`config.mk`:
```
export PLATFORM = sky130hd
export DESIGN_NAME = bfd_cfg
export DESIGN_NICKNAME = d
export VERILOG_FILES = /design/src/rtl/core/assert_macros.svh /design/src/rtl/core/bfd_pkg.sv /design/src/rtl/core/bfd_cfg.sv
export SDC_FILE = /design/constraint.sdc
export NUM_CORES = 1
export LEC_CHECK = 0
export BUFFER_PORTS_ARGS = -buffer_cell sky130_fd_sc_hd__buf_4
export CORE_MARGIN = 4
export CORE_UTILIZATION = 35
export CTS_BUF_LIST = sky130_fd_sc_hd__clkbuf_4
export CTS_CLUSTER_DIAMETER = 50
export DETAILED_ROUTE_END_ITERATION = 16
export PLACE_DENSITY = 0.86
export SYNTH_ARGS = -nofsm -noshare
export SYNTH_HDL_FRONTEND = slang
export SYNTH_SLANG_ARGS = --single-unit
```
`constraint.sdc`:
```
create_clock -name clk -period 1.6 [get_ports clk]
set_clock_uncertainty 0.1 [all_clocks]
set_input_delay 0.32 -clock clk [delete_from_list [all_inputs] [get_ports clk]]
set_output_delay 0.32 -clock clk [all_outputs]
set_load 0.01 [all_outputs]
```
`src/rtl/core/assert_macros.svh`:
```
// ----------------------------------------------------------------------------
// Assertion macros
// Shared concurrent assertion helpers for the RTL.
// ----------------------------------------------------------------------------
`ifndef ASSERT_MACROS_SVH
`define ASSERT_MACROS_SVH
`ifndef SYNTHESIS
`define BFD_ASSERT(lbl, clk, rstn, prop, msg) \
  lbl: assert property (@(posedge clk) disable iff (!rstn) prop) else $error(msg);
`define BFD_NEVER(lbl, clk, rstn, cond, msg) \
  lbl: assert property (@(posedge clk) disable iff (!rstn) !(cond)) else $error(msg);
`else
`define BFD_ASSERT(lbl, clk, rstn, prop, msg)
`define BFD_NEVER(lbl, clk, rstn, cond, msg)
`endif
`endif

```
`src/rtl/core/bfd_pkg.sv`:
```
// ----------------------------------------------------------------------------
// Bezier forward difference package
// Widths, register codes and shared types of the tessellator.
// ----------------------------------------------------------------------------
package bfd_pkg;
  localparam int CW         = 32;   // coordinate width
  localparam int DW         = 50;   // difference term and quotient width
  localparam int BW         = 36;   // power-basis coefficient width
  localparam int RW         = 18;   // remainder width, holds M^3 - 1
  localparam int PTS_W      = 7;
  localparam int DEG_W      = 2;
  localparam int M_W        = 6;
  localparam int M2_W       = 12;
  localparam int MAX_POINTS = 64;
  localparam int ADDR_W     = 3;
  localparam int PDATA_W    = 32;

  localparam logic [PTS_W-1:0] PTS_RESET = PTS_W'(16);
  localparam logic [PTS_W-1:0] PTS_MIN   = PTS_W'(2);
  localparam logic [PTS_W-1:0] PTS_MAX   = PTS_W'(MAX_POINTS);

  localparam logic [DEG_W-1:0] DEG_NONE      = 2'd0;
  localparam logic [DEG_W-1:0] DEG_LINEAR    = 2'd1;
  localparam logic [DEG_W-1:0] DEG_QUADRATIC = 2'd2;
  localparam logic [DEG_W-1:0] DEG_CUBIC     = 2'd3;

  localparam logic REG_PTS = 1'b0;
  localparam logic REG_DEG = 1'b1;

  typedef struct packed {
    logic [PTS_W-1:0] pts;
    logic [DEG_W-1:0] deg;
  } cfg_t;
endpackage

```
`src/rtl/core/bfd_cfg.sv`:
```
// ----------------------------------------------------------------------------
// Configuration registers
// APB-style register file holding point count and curve degree.
// ----------------------------------------------------------------------------
module bfd_cfg (
  input  logic                         clk,
  input  logic                         rst_n,
  input  logic                         cfg_psel,
  input  logic                         cfg_penable,
  input  logic                         cfg_pwrite,
  input  logic [bfd_pkg::ADDR_W-1:0]   cfg_paddr,
  input  logic [bfd_pkg::PDATA_W-1:0]  cfg_pwdata,
  output logic [bfd_pkg::PDATA_W-1:0]  cfg_prdata,
  output logic                         cfg_pready,
  output bfd_pkg::cfg_t                cfg
);
  import bfd_pkg::*;

  logic [PTS_W-1:0] pts_r;
  logic [DEG_W-1:0] deg_r;
  logic             wr_en;

  assign wr_en      = cfg_psel & cfg_penable & cfg_pwrite;
  assign cfg_pready = 1'b1;

  always_ff @(posedge clk) begin
    if (!rst_n) begin
      pts_r <= PTS_RESET;
      deg_r <= DEG_CUBIC;
    end else if (wr_en) begin
      case (cfg_paddr[2])
        REG_PTS: pts_r <= cfg_pwdata[PTS_W-1:0];
        REG_DEG: deg_r <= cfg_pwdata[DEG_W-1:0];
        default: ;
      endcase
    end
  end

  always_comb begin
    case (cfg_paddr[2])
      REG_PTS: cfg_prdata = PDATA_W'(pts_r);
      REG_DEG: cfg_prdata = PDATA_W'(deg_r);
      default: cfg_prdata = '0;
    endcase
  end

  assign cfg.pts = pts_r;
  assign cfg.deg = deg_r;
endmodule

```
* Word level (Yosys, flattened, before mapping) *
Index checks and enable logic that the tools add are counted.
W data, S select, Z words.

storage, ports and cells
  register bits = 9
  input bits = 40
  output and inout bits = 42
  word-level logic and storage cells = 8

operators by class
  muxes and demuxes = 1
  bitwise operators = 3
  reductions and logical operators = 2

operators by type and width
  cell               count
  $pmux W32 S2       1
  $reduce_and A2 Y1  2
  $and A1 B1 Y1      2
  $not A1 Y1         1

* Logic depth before layout (Yosys ltp) *
  depth after elaboration = 3
  gate-level depth with buffers = 4
  depth with buffers taken out = 2

* Worst setup path after synthesis *
No wires, ideal clock.

  kind = input -> register
  start point = input rst_n
  end point = register pts_r[2]
  library setup time = 72 ps
  data arrival time = 908 ps
  required time = 1,428 ps
  setup slack = 521 ps
  stages = 4
  buffers on the path = 2
  cells stage by stage = clkbuf_2 -> clkbuf_1 -> nand2_1 -> mux2i_1

RTL lines
  element                 RTL line       source
  start: declaration      bfd_cfg.sv:7   input logic rst_n,
  end signal: assignment  bfd_cfg.sv:32  REG_PTS: pts_r <= cfg_pwdata[PTS_W-1:0];
  end: declaration        bfd_cfg.sv:19  logic [PTS_W-1:0] pts_r;

* Worst setup path after layout *
  start point = register deg_r[1]
  end point = output cfg_prdata[1] (netlist bit)

on the way
  longest elaborated chain between the ends = 1

ends and longest elaborated chain
  element                   RTL line       source
  start: declaration        bfd_cfg.sv:20  logic [DEG_W-1:0] deg_r;
  start signal: assignment  bfd_cfg.sv:33  REG_DEG: deg_r <= cfg_pwdata[DEG_W-1:0];
  $pmux W32 S2              bfd_cfg.sv:40  case (cfg_paddr[2])
  end: declaration          bfd_cfg.sv:13  output logic [bfd_pkg::PDATA_W-1:0] cfg_prdata,

No other way between the ends. The select of a mux whose other input is x is not followed.

==> tab_implementation.tex <==
\begin{tabular}{lr}
\hline
Metric & Value \\
\hline
\multicolumn{2}{l}{\textbf{Outcome}} \\
Result of the run & complete, no violations \\
\multicolumn{2}{l}{\textbf{Routing}} \\
DR WL/cell & 10.55 um \\
Post-detailed-route via-to-cell ratio & slightly below 4 \\
Number of detailed-route iterations in the first pass & 2 \\
Antenna viol nets, final & 0 \\
Detailed Route WL & 1.361 mm \\
Number of DRC markers after the initial detailed-route iteration & 2 \\
Vias after detailed routing & about 500 \\
Remaining DRCs & 0 \\
\multicolumn{2}{l}{\textbf{GRT}} \\
First-pass GRT wire length & 1.980 mm \\
GR Util met3 & between 5 and 6\% \\
GR Util All Layers & between 10\% and 20\% \\
Met2 Resource Use GR & between 10\% and 20\% \\
Initial antenna violation count & 0 \\
Maximum number of pins on one net before global-route repair & 19 \\
GR Layer Usage met1 & around a tenth \\
Vias in the first global route & 454 \\
Overflow left after global routing & 0 \\
Most Crowded Layer GR & met2 \\
\multicolumn{2}{l}{\textbf{Clock network}} \\
Clock slew at the register clock pins of the worst setup and hold paths & 0.06 ns \\
Cts hold-fix bufs & 0 \\
TritonCTS Buffers & 3 \\
Maximum level of the CTS H-tree & 1 \\
Clock tree from TritonCTS & done \\
Clock latency at the later pin of the worst-skew pair & 0.25 ns \\
Post-CTS resize count & 0 \\
Maximum count of clock buffers along a single path & 2 \\
Clock root cell & sky130\_fd\_sc\_hd\_\_clkbuf\_4 \\
\# Post-CTS Setup Buffers & 0 \\
Sinks on the clock net & 9 \\
\multicolumn{2}{l}{\textbf{Pwr}} \\
Power per Cell Area & approximately 650 mW/mm\^{}2 \\
Leakage power summed over all cells & $\sim$0.41 nW \\
Worst VDD drop & roughly 520 uV \\
\multicolumn{2}{l}{\textbf{Critical path}} \\
Path type of the worst setup path & reg -> out \\
Register-to-register setup slack & around 0.9 ns \\
Crit end category & output pin \\
Startpoint class of the critical path & flop \\
Data required time at the worst endpoint & about 1.2 ns \\
CP arrival & $\sim$0.99 ns \\
Worst-path fanout max & 3 \\
\multicolumn{2}{l}{\textbf{Timing}} \\
Achievable Freq & between 700 and 800 MHz \\
Final period util & about 88\% \\
Number of max-slew violations in the final report & 0 \\
Fin Setup TNS & 0 ns \\
Setup violations, final & 0 \\
Min Clock Period, post-route & roughly 1.4 ns \\
Hold Fails Final Rpt & 0 \\
RSZ-0062 raised after global routing & false \\
\multicolumn{2}{l}{\textbf{Floorplan}} \\
Core ar. & around 0.0018 mm\^{}2 \\
Chip Height & slightly above 50 um \\
Number of core rows & 15 \\
DIE AREA & around 0.0027 mm\^{}2 \\
Starting density of the core & about 38\% \\
Number of primary I/O pins & 82 \\
Die width & around 50 um \\
\multicolumn{2}{l}{\textbf{Synth}} \\
Post-synthesis compound-gate area fraction & 0\% \\
Sequential element share of the synthesized area & roughly 27\% \\
Count of synthesis-stage warnings from yosys & 0 \\
Dominant combinational cell family by area after synthesis & buffers and inverters \\
Simple-gate share of the synthesized area & about 22\% \\
Mean area per synthesized cell & 8.709 um\^{}2 \\
Synthesized-area fraction occupied by xor and xnor cells & 0\% \\
Synthesized instance count & 76 \\
FF+latch count, synth & 9 \\
Portion of netlist area occupied by mux cells & between 10\% and 20\% \\
Netlist area before placement & approximately 660 um\^{}2 \\
Adder and majority cell fraction of the synthesized area & 0\% \\
Netlist cell types & 13 \\
\multicolumn{2}{l}{\textbf{Cells and area}} \\
Share of final-layout standard cells stronger than drive strength 1 & between 30\% and 40\% \\
Design area & between 800 and 900 um\^{}2 \\
Most frequent standard cell in the layout excluding fill and tap cells & sky130\_fd\_sc\_hd\_\_buf\_4 \\
Diode count & 0 \\
Highest-count cells in the layout ignoring fill and taps & sky130\_fd\_sc\_hd\_\_buf\_4, sky130\_fd\_sc\_hd\_\_conb\_1, sky130\_fd\_sc\_hd\_\_nand2\_1 \\
Layout overhead on the synthesized area & 23.25\% \\
Number of nets in the final layout & approximately 150 \\
Core Util, Final & 46.24\% \\
\multicolumn{2}{l}{\textbf{Job}} \\
Max-cap check violation count & 0 \\
\multicolumn{2}{l}{\textbf{Placement}} \\
Port Buffer Count & 28 \\
Estimated wirelength of the detail-placed design & about 1.1 mm \\
RePlAce Congestion & about 0.6 \\
Placement Cell Area & 785.8 um\^{}2 \\
\multicolumn{2}{l}{\textbf{Worst hold path}} \\
Min-Delay Path Class & in -> reg \\
\hline
\end{tabular}
[final cells by class]
type	count	area, um^2
multi-input combinational	62	356.6
sequential	9	180.2
timing repair buffer	29	217.7
clock buffer	4	30.03
tap	25	31.28
fill	193	948.4
[report_power, final]
part / total [mW] / leakage [nW] / internal [mW] / switching [mW]
combinational: 0.110 / 0.321 / 0.0490 / 0.0605
clock: 0.189 / 0.0184 / 0.113 / 0.0766
sequential: 0.233 / 0.0730 / 0.229 / 0.00370
total: 0.532 / 0.412 / 0.391 / 0.141
[through the flow]
step | hold WS (ns) | setup WS, ns | instances | power [mW]
2_1_floorplan | 0.3621 | 0.5206 | 100 | 0.3474
3_3_place_gp | 0.3527 | 0.2435 | 125 | 0.3436
3_5_place_dp | 0.3617 | 0.2379 | 125 | 0.3474
4_1_cts | 0.2140 | 0.1637 | 129 | 0.5429
5_1_grt | 0.2067 | 0.1170 | 129 | 0.5781
6_report | 0.2211 | 0.1859 | 129 | 0.5318
[cells by family after synthesis]
group                  count (synthesis)
buffers and inverters                 29
AND/OR/NAND/NOR                       25
multiplexers                          11
flip-flops                             9
other                                  2
[worst max-delay path, cell delays in order, from the launching register on]
cell,delay (ns)
sky130_fd_sc_hd__dfxtp_1,0.33
sky130_fd_sc_hd__mux2_2,0.27
sky130_fd_sc_hd__buf_4,0.14
[routing by layer]
layer	vias to the layer above	part of all wire, %
li1	245	-
met1	221	34
met2	30	55
met3	0	11
met4	0	0
met5	-	0
[state kept, by name (all words and copies together), names as in the netlist]
name	count
pts_r	7
deg_r	2
[cell usage after synthesis]
library cell | count | area share [%]
sky130_fd_sc_hd__and2b_2 | 5 | 6.6
sky130_fd_sc_hd__nand2_1 | 12 | 6.8
sky130_fd_sc_hd__conb_1 | 2 | 1.1
sky130_fd_sc_hd__mux2i_1 | 9 | 14
sky130_fd_sc_hd__dfxtp_1 | 9 | 27
sky130_fd_sc_hd__nor2b_1 | 6 | 5.7
sky130_fd_sc_hd__mux2_2 | 2 | 3.4
sky130_fd_sc_hd__and4_2 | 1 | 1.5
sky130_fd_sc_hd__clkbuf_1 | 1 | 0.57
sky130_fd_sc_hd__and4b_1 | 1 | 1.5
sky130_fd_sc_hd__buf_6 | 1 | 1.7
sky130_fd_sc_hd__clkbuf_2 | 1 | 0.76
sky130_fd_sc_hd__buf_4 | 26 | 29
[final timing paths]
| kind | startpoint | to | cells past startpoint |
|---|---|---|---|
| hold / removal | cfg_pwdata[3] | pts_r[3] | 3 |
| setup / recovery | deg_r[1] | cfg_prdata[1] | 2 |
| setup reg to reg | deg_r[1] | deg_r[1] | 2 |
| hold reg to reg | pts_r[2] | pts_r[2] | 2 |
Power figures use the tool's default switching activity.
