**src/rtl/core/assert_macros.svh**
```systemverilog
// ----------------------------------------------------------------------------
// Assertion macros
// Shared concurrent assertion helpers for the RTL.
// ----------------------------------------------------------------------------
`ifndef ASSERT_MACROS_SVH
`define ASSERT_MACROS_SVH
`ifndef SYNTHESIS
`define BFD_ASSERT(lbl, clk, rstn, prop, msg) \
  lbl: assert property (@(posedge clk) disable iff (!rstn) prop) else $error(msg);
`define BFD_NEVER(lbl, clk, rstn, cond, msg) \
  lbl: assert property (@(posedge clk) disable iff (!rstn) !(cond)) else $error(msg);
`else
`define BFD_ASSERT(lbl, clk, rstn, prop, msg)
`define BFD_NEVER(lbl, clk, rstn, cond, msg)
`endif
`endif

```
**src/rtl/core/bfd_pkg.sv**
```systemverilog
// ----------------------------------------------------------------------------
// Bezier forward difference package
// Widths, register codes and shared types of the tessellator.
// ----------------------------------------------------------------------------
package bfd_pkg;
  localparam int CW         = 32;   // coordinate width
  localparam int DW         = 50;   // difference term and quotient width
  localparam int BW         = 36;   // power-basis coefficient width
  localparam int RW         = 18;   // remainder width, holds M^3 - 1
  localparam int PTS_W      = 7;
  localparam int DEG_W      = 2;
  localparam int M_W        = 6;
  localparam int M2_W       = 12;
  localparam int MAX_POINTS = 64;
  localparam int ADDR_W     = 3;
  localparam int PDATA_W    = 32;

  localparam logic [PTS_W-1:0] PTS_RESET = PTS_W'(16);
  localparam logic [PTS_W-1:0] PTS_MIN   = PTS_W'(2);
  localparam logic [PTS_W-1:0] PTS_MAX   = PTS_W'(MAX_POINTS);

  localparam logic [DEG_W-1:0] DEG_NONE      = 2'd0;
  localparam logic [DEG_W-1:0] DEG_LINEAR    = 2'd1;
  localparam logic [DEG_W-1:0] DEG_QUADRATIC = 2'd2;
  localparam logic [DEG_W-1:0] DEG_CUBIC     = 2'd3;

  localparam logic REG_PTS = 1'b0;
  localparam logic REG_DEG = 1'b1;

  typedef struct packed {
    logic [PTS_W-1:0] pts;
    logic [DEG_W-1:0] deg;
  } cfg_t;
endpackage

```
**src/rtl/core/bfd_div.sv**
```systemverilog
// ----------------------------------------------------------------------------
// Floor divider
// Restoring divider, one quotient bit per cycle, floor quotient and
// non-negative remainder of a signed dividend by an unsigned divisor.
// ----------------------------------------------------------------------------
module bfd_div (
  input  logic                            clk,
  input  logic                            rst_n,
  input  logic                            go,
  input  logic signed [bfd_pkg::DW-1:0]   dividend,
  input  logic [bfd_pkg::RW-1:0]          divisor,
  output logic                            done,
  output logic signed [bfd_pkg::DW-1:0]   quot,
  output logic [bfd_pkg::RW-1:0]          rem
);
  import bfd_pkg::*;

  localparam int CNT_W = $clog2(DW);

  logic             busy_r, busy_nxt;
  logic             done_r, done_nxt;
  logic [CNT_W-1:0] cnt_r, cnt_nxt;
  logic             neg_r, neg_nxt;
  logic [DW-1:0]    mag_r, mag_nxt;
  logic [RW-1:0]    rem_r, rem_nxt;
  logic [RW-1:0]    dvs_r, dvs_nxt;
  logic [RW:0]      trial;
  logic             ge;

  assign trial = {rem_r, mag_r[DW-1]};
  assign ge    = trial >= {1'b0, dvs_r};

  always_comb begin
    busy_nxt = busy_r;
    done_nxt = 1'b0;
    cnt_nxt  = cnt_r;
    neg_nxt  = neg_r;
    mag_nxt  = mag_r;
    rem_nxt  = rem_r;
    dvs_nxt  = dvs_r;
    if (go) begin
      busy_nxt = 1'b1;
      cnt_nxt  = CNT_W'(DW - 1);
      neg_nxt  = dividend[DW-1];
      mag_nxt  = dividend[DW-1] ? DW'(-dividend) : DW'(dividend);
      rem_nxt  = '0;
      dvs_nxt  = divisor;
    end else if (busy_r) begin
      rem_nxt = ge ? RW'(trial - {1'b0, dvs_r}) : RW'(trial);
      mag_nxt = {mag_r[DW-2:0], ge};
      cnt_nxt = cnt_r - 1'b1;
      if (cnt_r == '0) begin
        busy_nxt = 1'b0;
        done_nxt = 1'b1;
      end
    end
  end

  always_ff @(posedge clk) begin
    if (!rst_n) begin
      busy_r <= 1'b0;
      done_r <= 1'b0;
    end else begin
      busy_r <= busy_nxt;
      done_r <= done_nxt;
    end
    cnt_r <= cnt_nxt;
    neg_r <= neg_nxt;
    mag_r <= mag_nxt;
    rem_r <= rem_nxt;
    dvs_r <= dvs_nxt;
  end

  // A negative dividend with a nonzero remainder rounds one further down.
  always_comb begin
    if (neg_r && (rem_r != '0)) begin
      quot = $signed(~mag_r);
      rem  = dvs_r - rem_r;
    end else if (neg_r) begin
      quot = $signed(-mag_r);
      rem  = '0;
    end else begin
      quot = $signed(mag_r);
      rem  = rem_r;
    end
  end

  assign done = done_r;
endmodule

```
**config.mk**
```make
export PLATFORM = sky130hd
export DESIGN_NAME = bfd_div
export DESIGN_NICKNAME = d
export VERILOG_FILES = /design/src/rtl/core/assert_macros.svh /design/src/rtl/core/bfd_pkg.sv /design/src/rtl/core/bfd_div.sv
export SDC_FILE = /design/constraint.sdc
export NUM_CORES = 1
export LEC_CHECK = 0
export BUFFER_PORTS_ARGS = -buffer_cell sky130_fd_sc_hd__buf_2
export CAP_MARGIN = 10
export CORE_UTILIZATION = 58
export DETAILED_ROUTE_END_ITERATION = 7
export GPL_TIMING_DRIVEN = 0
export MAX_ROUTING_LAYER = met4
export PLACE_DENSITY = 0.93
export SYNTH_ARGS = -nofsm -noshare
export SYNTH_HDL_FRONTEND = slang
export SYNTH_SLANG_ARGS = --single-unit
```
**constraint.sdc**
```tcl
create_clock -name clk -period 3.7 [get_ports clk]
set_input_delay 0.74 -clock clk [delete_from_list [all_inputs] [get_ports clk]]
set_output_delay 0.74 -clock clk [all_outputs]
set_load 0.02 [all_outputs]
```
# Word-level counts from Yosys, hierarchy flattened

Cells that the tools add are included.

Add/subtract/negate cells: 5
$lt $le $gt $ge: 1
Multiplexer cells: 12
Bitwise operators: 3
Reduce and logical (&&, ||, !) cells: 5

Operators with widths:

| kind                  | number |
|---|---|
| $mux W50              | 5 |
| $neg A50 Y50          | 2 |
| $mux W18              | 3 |
| $not A50 Y50          | 1 |
| $sub A18 B18 Y18      | 2 |
| $ge A19 B18 Y1        | 1 |
| $reduce_bool A18 Y1   | 1 |
| $logic_not A6 Y1      | 1 |
| $sub A6 B1 Y6 const B | 1 |
| $mux W1               | 4 |
| $reduce_or A3 Y1      | 1 |
| $not A1 Y1            | 2 |
| $reduce_bool A2 Y1    | 1 |
| $logic_and A1 B1 Y1   | 1 |

Register bits: 95
Bits of input ports: 71
Output and inout bits: 69
Logic and storage cells: 33

# Logic depth before layout (Yosys ltp)

Depth in word-level cells: 4
Gate-level depth with buffers: 12
Gate-level depth less buffers: 11

# Least setup slack after synthesis

OpenSTA, ideal clock, no wires.

Path kind: register -> output
Start: register mag_r[28]
End: output quot[46] in the netlist's numbering
Data arrival time: 2642 ps
Data required time: 2960 ps
Path slack: 318 ps
Stages on the path, launching flop included: 8
Path buffers: 0
Cell sequence: edfxtp_1 -> or3_1 -> or4_1 -> or3_1 -> nor4_2 -> nand3_1 -> o41ai_1 -> xnor2_1

Longest elaborated chain between the ends: 3

Ends and longest elaborated chain:

| item                     | RTL line      | source |
|---|---|---|
| start: declaration       | bfd_div.sv:24 | `logic [DW-1:0] mag_r, mag_nxt;` |
| start signal: assignment | bfd_div.sv:69 | `mag_r <= mag_nxt;` |
| $neg A50 Y50             | bfd_div.sv:80 | `quot = $signed(-mag_r);` |
| $mux W50                 | bfd_div.sv:79 | `end else if (neg_r) begin` |
| $mux W50                 | bfd_div.sv:76 | `if (neg_r && (rem_r != '0)) begin` |
| end: declaration         | bfd_div.sv:13 | `output logic signed [bfd_pkg::DW-1:0] quot,` |

No other way between the ends.

# Worst setup path in the final report

Start: register mag_r[28]
End: output quot[34] in the netlist's numbering

Same word-level chain as after synthesis.

==> flow_summary_export.csv <==
group,metric,value,unit
power_and_ir_drop,p_int,2430,uW
drt,dr.pass1.iters,7,
placement,dpl-instance-area,8960,sq um
setup_path,reg2reg_depth,10,
power_and_ir_drop,clkPwrFrac,23.6,%
run_status,status,"finished, violations left",
placement,hpwl,18500,um
grt,grt_pass1_vias,8071,
clock_tree,clock_latency,370,ps
synth,post_synth.cell_area_avg,8.48,sq um
clock_tree,cts_buffer_depth,2,
power_and_ir_drop,netSwitchingFraction,39.8,%
hold_path,min_from,"cnt_r[1]$_SDFFE_PP0P_",
power_and_ir_drop,combinationalPowerShare,41.4,%
final_layout,finalNetCount,1233,
setup_path,reg2reg_from,"dvs_r[1]$_DFFE_PP_",
timing,rsz0062_at_grt,"true",
drt,post_drt_wl_per_cell,21.2,um
drt,detail-route-antenna-nets,0,
die,ios,140,
power_and_ir_drop,power,4030,uW
final_layout,synthToLayoutAreaGrowth,23.1,%
synth,synth_cells,947,
setup_path,cpMaxStageDelayCell,"or4_4",
hold_path,min_to,"cnt_r[1]$_SDFFE_PP0P_",
timing,fin_skew,11.1,ps
final_layout,layout_commonest_cell,"buf_2",
synth,synthAdderAreaFrac,6.58,%
final_layout,drive_above_1_share,23.7,%
synth,synth_mux_area_share,1.75,%
synth,synthSimpleGateAreaFrac,20.1,%
grt,antenna_found_initial,0,
setup_path,cp_common_cell,"buf_4",
hold_path,hold_path_depth,2,
clock_tree,htree_levels,3,
synth,synth_edf_count,69,
synth,yosysTopAreaCell,"edfxtp_1",
timing,final-setup-viol-count,16,
setup_path,slowest_delay,440,ps
grt,grt_first_pass_wirelength,40600,um
clock_tree,clock-sinks,95,
drt,vias,8827,
placement,place.gp.congestion,0.970,
final_layout,diodes,0,
synth,synth_top_cell_area_share,25.8,%
grt,grt_overflow,0,
setup_path,crit_arrival,3150,ps
synth,ys.flop_type,"edfxtp_1",
timing,worstMarginPinSlew,937,ps
hold_path,min_path_type,"register to register",
final_layout,fin_util,74.0,%
final_layout,layout_common_cells,"125 x buf_2, 107 x nor2_1, 76 x a21oi_1",
timing,min_period,3890,ps
die,coreArea,13300,sq um
die,die_h,120,um
timing,slew_headroom,37.6,%
grt,grt_max_degree,47,
clock_tree,cts_buffers,9,
die,start_util,60.1,%
synth,synth_area,8030,sq um
synth,ys_seq_area_share,32.3,%
synth,ys_types,72,
synth,yosysWarnings,0,
grt,grt_usage,37.5,%
setup_path,crit_chain,"or3_4 > or4_4 > or3_4 > buf_4 > inv_1 > nand4_1 > buf_4 > nand2_4 > xnor2_2 > buf_4",
power_and_ir_drop,ir_drop,274,uV
clock_tree,cts-root-buf,"clkbuf_16",
timing,finalHoldViolCount,0,
run_status,violations,"setup timing",
synth,synth.area.top_cells,"edfxtp_1 26%, xnor2_1 7.1%, dfxtp_1 6.5%",
timing,fmax,0.257,GHz
setup_path,endpoint_kind,"output pin",
drt,vias_per_cell,6.78,
timing,drv_slew,0,
final_layout,fill_cells,880,
clock_tree,cts_tree,"done",
synth,synthXorXnorAreaFrac,13.0,%
synth,synth_top_family_by_area,"compound AO/OA/AOI/OAI gates",
drt,wl,27600,um
timing,timing.hold.ws,509,ps
setup_path,r2r_slack,310,ps
timing,period_share,105,%
placement,dp_slack,-503,ps
setup_path,path_buf_inv,4,
die,die_area,14300,sq um
synth,synth_compound_area_share,21.7,%
placement,portBuffers,139,
power_and_ir_drop,switching_power,1600,uW
drt,first_iter_violations,1338,
die,fp-row-count,42,
drt,drc,0,
synth,ys_ff_latch,95,
clock_tree,clk_pin_slew,80,ps
synth,async_flop_share,0,%
setup_path,worst-setup-path-type,"register to output pin",
die,chipWidth,120,um
setup_path,reg2reg_to,"rem_r[9]$_SDFFE_PP0P_",
synth,syn_nets,1059,
final_layout,stdcell_area,9880,sq um
power_and_ir_drop,p_per_area,408,nW/um^2
power_and_ir_drop,power_leakage,0.00389,uW
setup_path,required,2960,ps
power_and_ir_drop,seqPwrFrac,35.0,%
setup_path,path_delay_family,"simple AND/OR/NAND/NOR gates",
run,cap_violations,0,
setup_path,crit_path_max_fanout,4,
timing,fin_ws,-185,ps
setup_path,cp-start-kind,"register",
-- synthesized netlist by cell type (6+ instances only) --
| library cell | instances |
|---|---|
| or3_1 | 17 |
| o22ai_1 | 8 |
| a21oi_1 | 80 |
| nor2_1 | 109 |
| and3_1 | 9 |
| nand2b_1 | 14 |
| a211oi_1 | 11 |
| ha_1 | 39 |
| nor3_1 | 20 |
| nand3b_1 | 6 |
| o31ai_1 | 26 |
| a21o_1 | 6 |
| or4_1 | 9 |
| nand4_1 | 8 |
| o211ai_1 | 6 |
| buf_1 | 10 |
| xnor2_1 | 65 |
| mux2i_1 | 14 |
| o21ai_0 | 57 |
| nand2_1 | 56 |
| nand3_1 | 23 |
| o41ai_1 | 14 |
| dfxtp_1 | 26 |
| clkbuf_1 | 31 |
| inv_1 | 51 |
| edfxtp_1 | 69 |
| nor4_1 | 12 |
| xor2_1 | 54 |
| o21a_1 | 13 |
| or2_2 | 6 |
-- worst reg2reg max path, cell delays in order (launching register included) --
cell,delay (ps)
edfxtp_1,420
buf_4,160
inv_1,140
ha_1,280
nor2b_1,160
o31ai_1,530
a21o_1,240
a21oi_1,130
a31oi_1,720
nor3_1,140
a2111oi_0,360
-- worst max-delay path by stage --
stage               slack [ps]             startpoint  cells past startpoint       end
floorplan                  320    mag_r[28]$_DFFE_PP_                      7  quot[46]
global placement          -520  rem_r[8]$_SDFFE_PP0P_                      8  quot[46]
detailed placement        -500  rem_r[8]$_SDFFE_PP0P_                      8  quot[46]
CTS                       -120     dvs_r[1]$_DFFE_PP_                      9   rem[11]
global route              -250    mag_r[39]$_DFFE_PP_                      8  quot[49]
finish                    -190    mag_r[28]$_DFFE_PP_                     10  quot[34]
-- cell families after synthesis --
| group | Yosys count |
|---|---|
| compound gates | 266 |
| xor+xnor | 119 |
| fa+ha+maj | 41 |
| buf+inv | 95 |
| flops | 95 |
| mux | 14 |
| simple gates | 317 |
-- repair_timing --
action                     in CTS  in global routing
buffers inserted               17                  7
gates cloned                    0                  0
pin swaps                      18                 16
resized for setup              58                 52
hold buffers                    0                  0
setup endpoints to repair      41                 51
-- stage by stage --
| step | std cells | setup TNS [ps] |
|---|---|---|
| after floorplan | 947 | 0 |
| after global placement | 1262 | -4090 |
| after detailed placement | 1263 | -4160 |
| after CTS | 1295 | -581 |
| after global routing | 1302 | -2720 |
| final | 1302 | -1660 |
-- per-layer routing --
layer / vias to the layer above / track usage (%) / wire length, um
met5: - / - / 0
met4: 0 / 19.5 / 1640
met3: 192 / 7.65 / 3420
met2: 731 / 57.3 / 12600
met1: 4080 / 47.0 / 9960
li1: 3824 / - / -
-- state kept, by name, indices dropped and copies added, names as in the netlist --
signal / cells
mag_r: 50
dvs_r: 18
done: 1
rem_r: 18
busy_r: 1
cnt_r: 6
neg_r: 1
-- cell type report --
class | count | area [sq um] | share of cell area (%)
inverter | 51 | 191 | 1.94
clock inverter | 5 | 40.0 | 0.405
sequential | 95 | 2600 | 26.3
timing repair buffer | 164 | 943 | 9.55
tap | 176 | 220 | 2.23
clock buffer | 11 | 253 | 2.56
buffer | 43 | 174 | 1.76
multi-input combinational | 757 | 5450 | 55.2
-- power groups by stage --
stage	clock, uW	sequential (uW)	combinational (uW)
5_1_grt	986	1420	1760
6_report	950	1410	1670
2_1_floorplan	0	1370	1010
3_5_place_dp	0	1410	1440
4_1_cts	929	1390	1520
3_3_place_gp	0	1410	1400
(Power assumes the default switching activity.)
